$ cat src/ilid_pkg.sv
`timescale 1ns / 1ps
// ---------------------------------------------------------------------------
// ilid_pkg
// Shared types and constants for the indexed list with insert and delete.
// ---------------------------------------------------------------------------
package ilid_pkg;

    localparam int DEPTH  = 64;
    localparam int VAL_W  = 31;
    localparam int POS_W  = 8;
    localparam int LEN_W  = 7;
    localparam int IDX_W  = $clog2(DEPTH);
    localparam int CNT_W  = $clog2(DEPTH + 1);
    localparam int CMP_W  = (CNT_W > POS_W + 1) ? CNT_W : POS_W + 1;
    localparam int GRP    = 8;
    localparam int NGRP   = (DEPTH + GRP - 1) / GRP;

    typedef enum logic [2:0] {
        CMD_GET      = 3'd0,
        CMD_ADD_HEAD = 3'd1,
        CMD_ADD_TAIL = 3'd2,
        CMD_ADD_IDX  = 3'd3,
        CMD_DEL_IDX  = 3'd4
    } t_cmd;

    typedef enum logic [1:0] {
        ST_DONE  = 2'd0,
        ST_RANGE = 2'd1,
        ST_FULL  = 2'd2
    } t_status;

    typedef struct packed {
        logic             ins;
        logic             del;
        logic [CMP_W-1:0] pos;
        logic [VAL_W-1:0] value;
    } t_cell_ctl;

endpackage

$ cat src/ilid_cell.sv
`timescale 1ns / 1ps
// ---------------------------------------------------------------------------
// ilid_cell
// One list slot: holds an entry, takes its left neighbor on insert, the new
// value at the insert position, or its right neighbor on delete.
// ---------------------------------------------------------------------------
module ilid_cell (
    input  logic                          i_clk,
    input  ilid_pkg::t_cell_ctl           i_ctl,
    input  logic [ilid_pkg::IDX_W-1:0]    i_idx,
    input  logic [ilid_pkg::VAL_W-1:0]    i_left,
    input  logic [ilid_pkg::VAL_W-1:0]    i_right,
    output logic [ilid_pkg::VAL_W-1:0]    o_q,
    output logic [ilid_pkg::VAL_W-1:0]    o_rd
);

    logic [ilid_pkg::VAL_W-1:0] r_q;
    logic [ilid_pkg::VAL_W-1:0] n_q;
    logic [ilid_pkg::CMP_W-1:0] idx_ext;

    assign idx_ext = ilid_pkg::CMP_W'(i_idx);

    always_comb begin
        n_q = r_q;
        if (i_ctl.ins) begin
            if (idx_ext > i_ctl.pos) begin
                n_q = i_left;
            end else if (idx_ext == i_ctl.pos) begin
                n_q = i_ctl.value;
            end
        end else if (i_ctl.del && (idx_ext >= i_ctl.pos)) begin
            n_q = i_right;
        end
    end

    always_ff @(posedge i_clk) begin
        r_q <= n_q;
    end

    assign o_q  = r_q;
    assign o_rd = (idx_ext == i_ctl.pos) ? r_q : '0;

endmodule

$ cat config.mk
export PLATFORM = sky130hd
export DESIGN_NAME = ilid_cell
export DESIGN_NICKNAME = d
export VERILOG_FILES = /design/src/ilid_pkg.sv /design/src/ilid_cell.sv
export SDC_FILE = /design/constraint.sdc
export NUM_CORES = 1
export LEC_CHECK = 0
export BUFFER_PORTS_ARGS = -buffer_cell sky130_fd_sc_hd__buf_2
export CAP_MARGIN = 25
export CELL_PAD_IN_SITES_DETAIL_PLACEMENT = 0
export CELL_PAD_IN_SITES_GLOBAL_PLACEMENT = 1
export CORE_ASPECT_RATIO = 0.9
export CORE_MARGIN = 5
export CORE_UTILIZATION = 33
export DETAILED_ROUTE_END_ITERATION = 10
export PLACE_DENSITY_LB_ADDON = 0.1
export SLEW_MARGIN = 10
export SYNTH_ARGS = -nofsm -noshare
export SYNTH_HDL_FRONTEND = slang
export SYNTH_SLANG_ARGS = --single-unit
$ cat constraint.sdc
create_clock -name i_clk -period 3.8 [get_ports i_clk]
set_input_delay 0.19 -clock i_clk [delete_from_list [all_inputs] [get_ports i_clk]]
set_output_delay 0.19 -clock i_clk [all_outputs]
set_load 0.02 [all_outputs]
==> key figures <==
Status
  – Status: finished clean

Clock network
  – Number of setup buffers added after CTS: 0
  – Htree depth: 2
  – # hold bufs at CTS: 0
  – TritonCTS clock tree: done
  – CTS sink cnt: 31
  – CTS buffer count: 5
  – Clk slew on worst S/H paths: 70 ps
  – Post-CTS resize count: 0
  – CTS Root Cell: clkbuf_8
  – CTS Buffer Depth: 2

Routing
  – Antenna-violating nets left: 0
  – Drt wl/cell: 16.10 um
  – DR iter-0 viols: 157
  – DRC viols: 0
  – First-pass detailed-route iteration total: 4
  – Vias: about 3200
  – DR vias/cell: 5.168
  – Final wirelength: between 10000 and 15000 um

Global route
  – Total grt overflow: 0
  – Vias in the first global route: ~3100
  – First-pass GRT wire length: about 16000 um
  – Largest net degree at the start of global routing: 65
  – Initial antenna violation count: 0
  – GRT Total Usage: 0.1864

Floorplan
  – Chip width: 108.4 um
  – Initial Util: 0.3370
  – FP Rows: 32
  – Die ar.: approximately 0.011 sq mm
  – Core Region: 0.008528 sq mm
  – # IOs: 173
  – Die Y: around 100 um

Pwr
  – PD cells: about 250 mW/mm^2
  – Peak VDD IR: roughly 110 uV
  – Lkg Pwr: between 1.5 and 2 nW

Synth
  – Syn Inst Count: approximately 360
  – Sequential fraction of the synthesis area: 0.3239
  – Synth warn: 0
  – Area leader, netlist: edfxtp_1
  – Synthesized area per cell: approximately 8.1 sq um
  – Yosys top cell area share: 0.3239
  – FF+latch count, synth: 31
  – Synth Cell Area: ~0.0029 sq mm
  – Mapped Nets: around 470
  – Yosys cell types: 23
  – Top post-synthesis cells by area: edfxtp_1, a311o_1, nand2_1, or4_1, a31oi_1

Timing
  – Slew headroom: 0.4874
  – RSZ-0062 raised after global routing: no
  – Worst slew pin tran: ~770 ps
  – Final hold viol count: 0
  – Fmax: just under 500 MHz
  – Hold_ws: 231.0 ps
  – Setup TNS: 0 ps
  – Final setup violation count: 0
  – Final min period: ~2100 ps
  – Final Cycle Share: 0.5442
  – Slew Limit Fails: 0

Hold path
  – Hold path depth: 3
  – Hold crit path type: in2reg
  – HP Start: i_ctl[13]

Layout
  – Number of flip-flops in the largest register: 31
  – Final-stage net count: between 600 and 700
  – P&R area growth vs syn: 37.75%
  – Share of cells above drive strength 1: 0.3861
  – Ant. Diodes: 0
  – Commonest non-fill, non-tap cells in the layout: buf_2, nand2_1
  – Final core occ: 0.4642
  – Most common cell after layout, fill and taps aside: buf_2

Worst setup path
  – Crit. Startpoint: i_ctl[36]
  – Crit path max fanout: 19
  – Setup Crit Path Kind: in2out
  – Startpoint Class: input port
  – Worst endpoint required time: 3610 ps
  – WP data arrival: between 1500 and 2000 ps
  – Crit. End Element: output port

Job
  – Max cap viols: 0

Placement
  – Final Wtd Congestion: about 0.77
  – I/O Buffers: 172
  – Dpl hpwl: about 7000 um
==> cell type report <==
| cell class | instances | area (sq um) |
|---|---|---|
| tap | 119 | 148.9 |
| fill | 924 | 4569 |
| timing repair buffer | 184 | 1012 |
| sequential | 31 | 930.9 |
| clock inverter | 1 | 30.03 |
| multi-input combinational | 275 | 1734 |
| clock buffer | 6 | 72.57 |
| inverter | 8 | 30.03 |
==> worst paths after layout <==
path / endpoint / slack, ps
min: o_q[13]$_DFFE_PP_ / 230
max: o_rd[21] / 1730
==> logic make-up (layout without fill, tap and decap cells) <==
| family | Yosys count | count (layout) | synth area share |
|---|---|---|---|
| buffers and inverters | 50 | 199 | 0.07749 |
| AND/OR/NAND/NOR | 198 | 198 | 0.3740 |
| AO/OA/AOI/OAI | 71 | 71 | 0.1985 |
| flip-flops | 31 | 31 | 0.3239 |
| adder cells (fa/ha/maj) | 6 | 6 | 0.02612 |
==> routing by layer <==
layer  up-vias  track usage  part of all wire
met3         9      0.04060             0.080
met5         -            0                 0
met4         0      0.04369             0.012
met1      1472       0.2551              0.43
li1       1621            -                 -
met2       123       0.3007              0.48
==> per-stage QoR <==
stage | setup WS [ps] | instances | instance area [sq um] | total power (W)
6_report | 1732 | 624 | 3959 | 0.001000
5_1_grt | 1542 | 624 | 3959 | 0.001060
4_1_cts | 1441 | 620 | 3890 | 0.001005
3_5_place_dp | 1438 | 613 | 3787 | 0.0006772
3_3_place_gp | 1442 | 612 | 3772 | 0.0006717
2_1_floorplan | 1690 | 356 | 2874 | 0.0005696
==> Yosys cell counts <==
cell type   n
nand2_1    63
clkbuf_1   34
a31oi_1    32
and2_1     32
nand3_1    32
nor2b_1    32
a311o_1    31
edfxtp_1   31
or4_1      31
inv_1       8
ha_1        6
buf_6       4
nor2_1      4
and3_1      3
buf_2       3
a21o_1      2
o21a_1      2
clkbuf_2    1
o2111a_1    1
o2111ai_1   1
o21ai_0     1
o21ai_1     1
or3_4       1
==> power by group <==
group	internal (W)	leakage, nW	switching (W)
registers	0.000395	0.281	0.00000477
clock network	0.000192	0.0513	0.000134
logic	0.000120	1.47	0.000153
==> critical path, cell delays in order <==
cell and delay [ps]:
buf_2 80, inv_1 30, ha_1 380, and3_1 200
nand2_1 60, nor2_2 420, buf_8 220, and2_1 130
buf_2 160
Power figures use the tool's default switching activity.
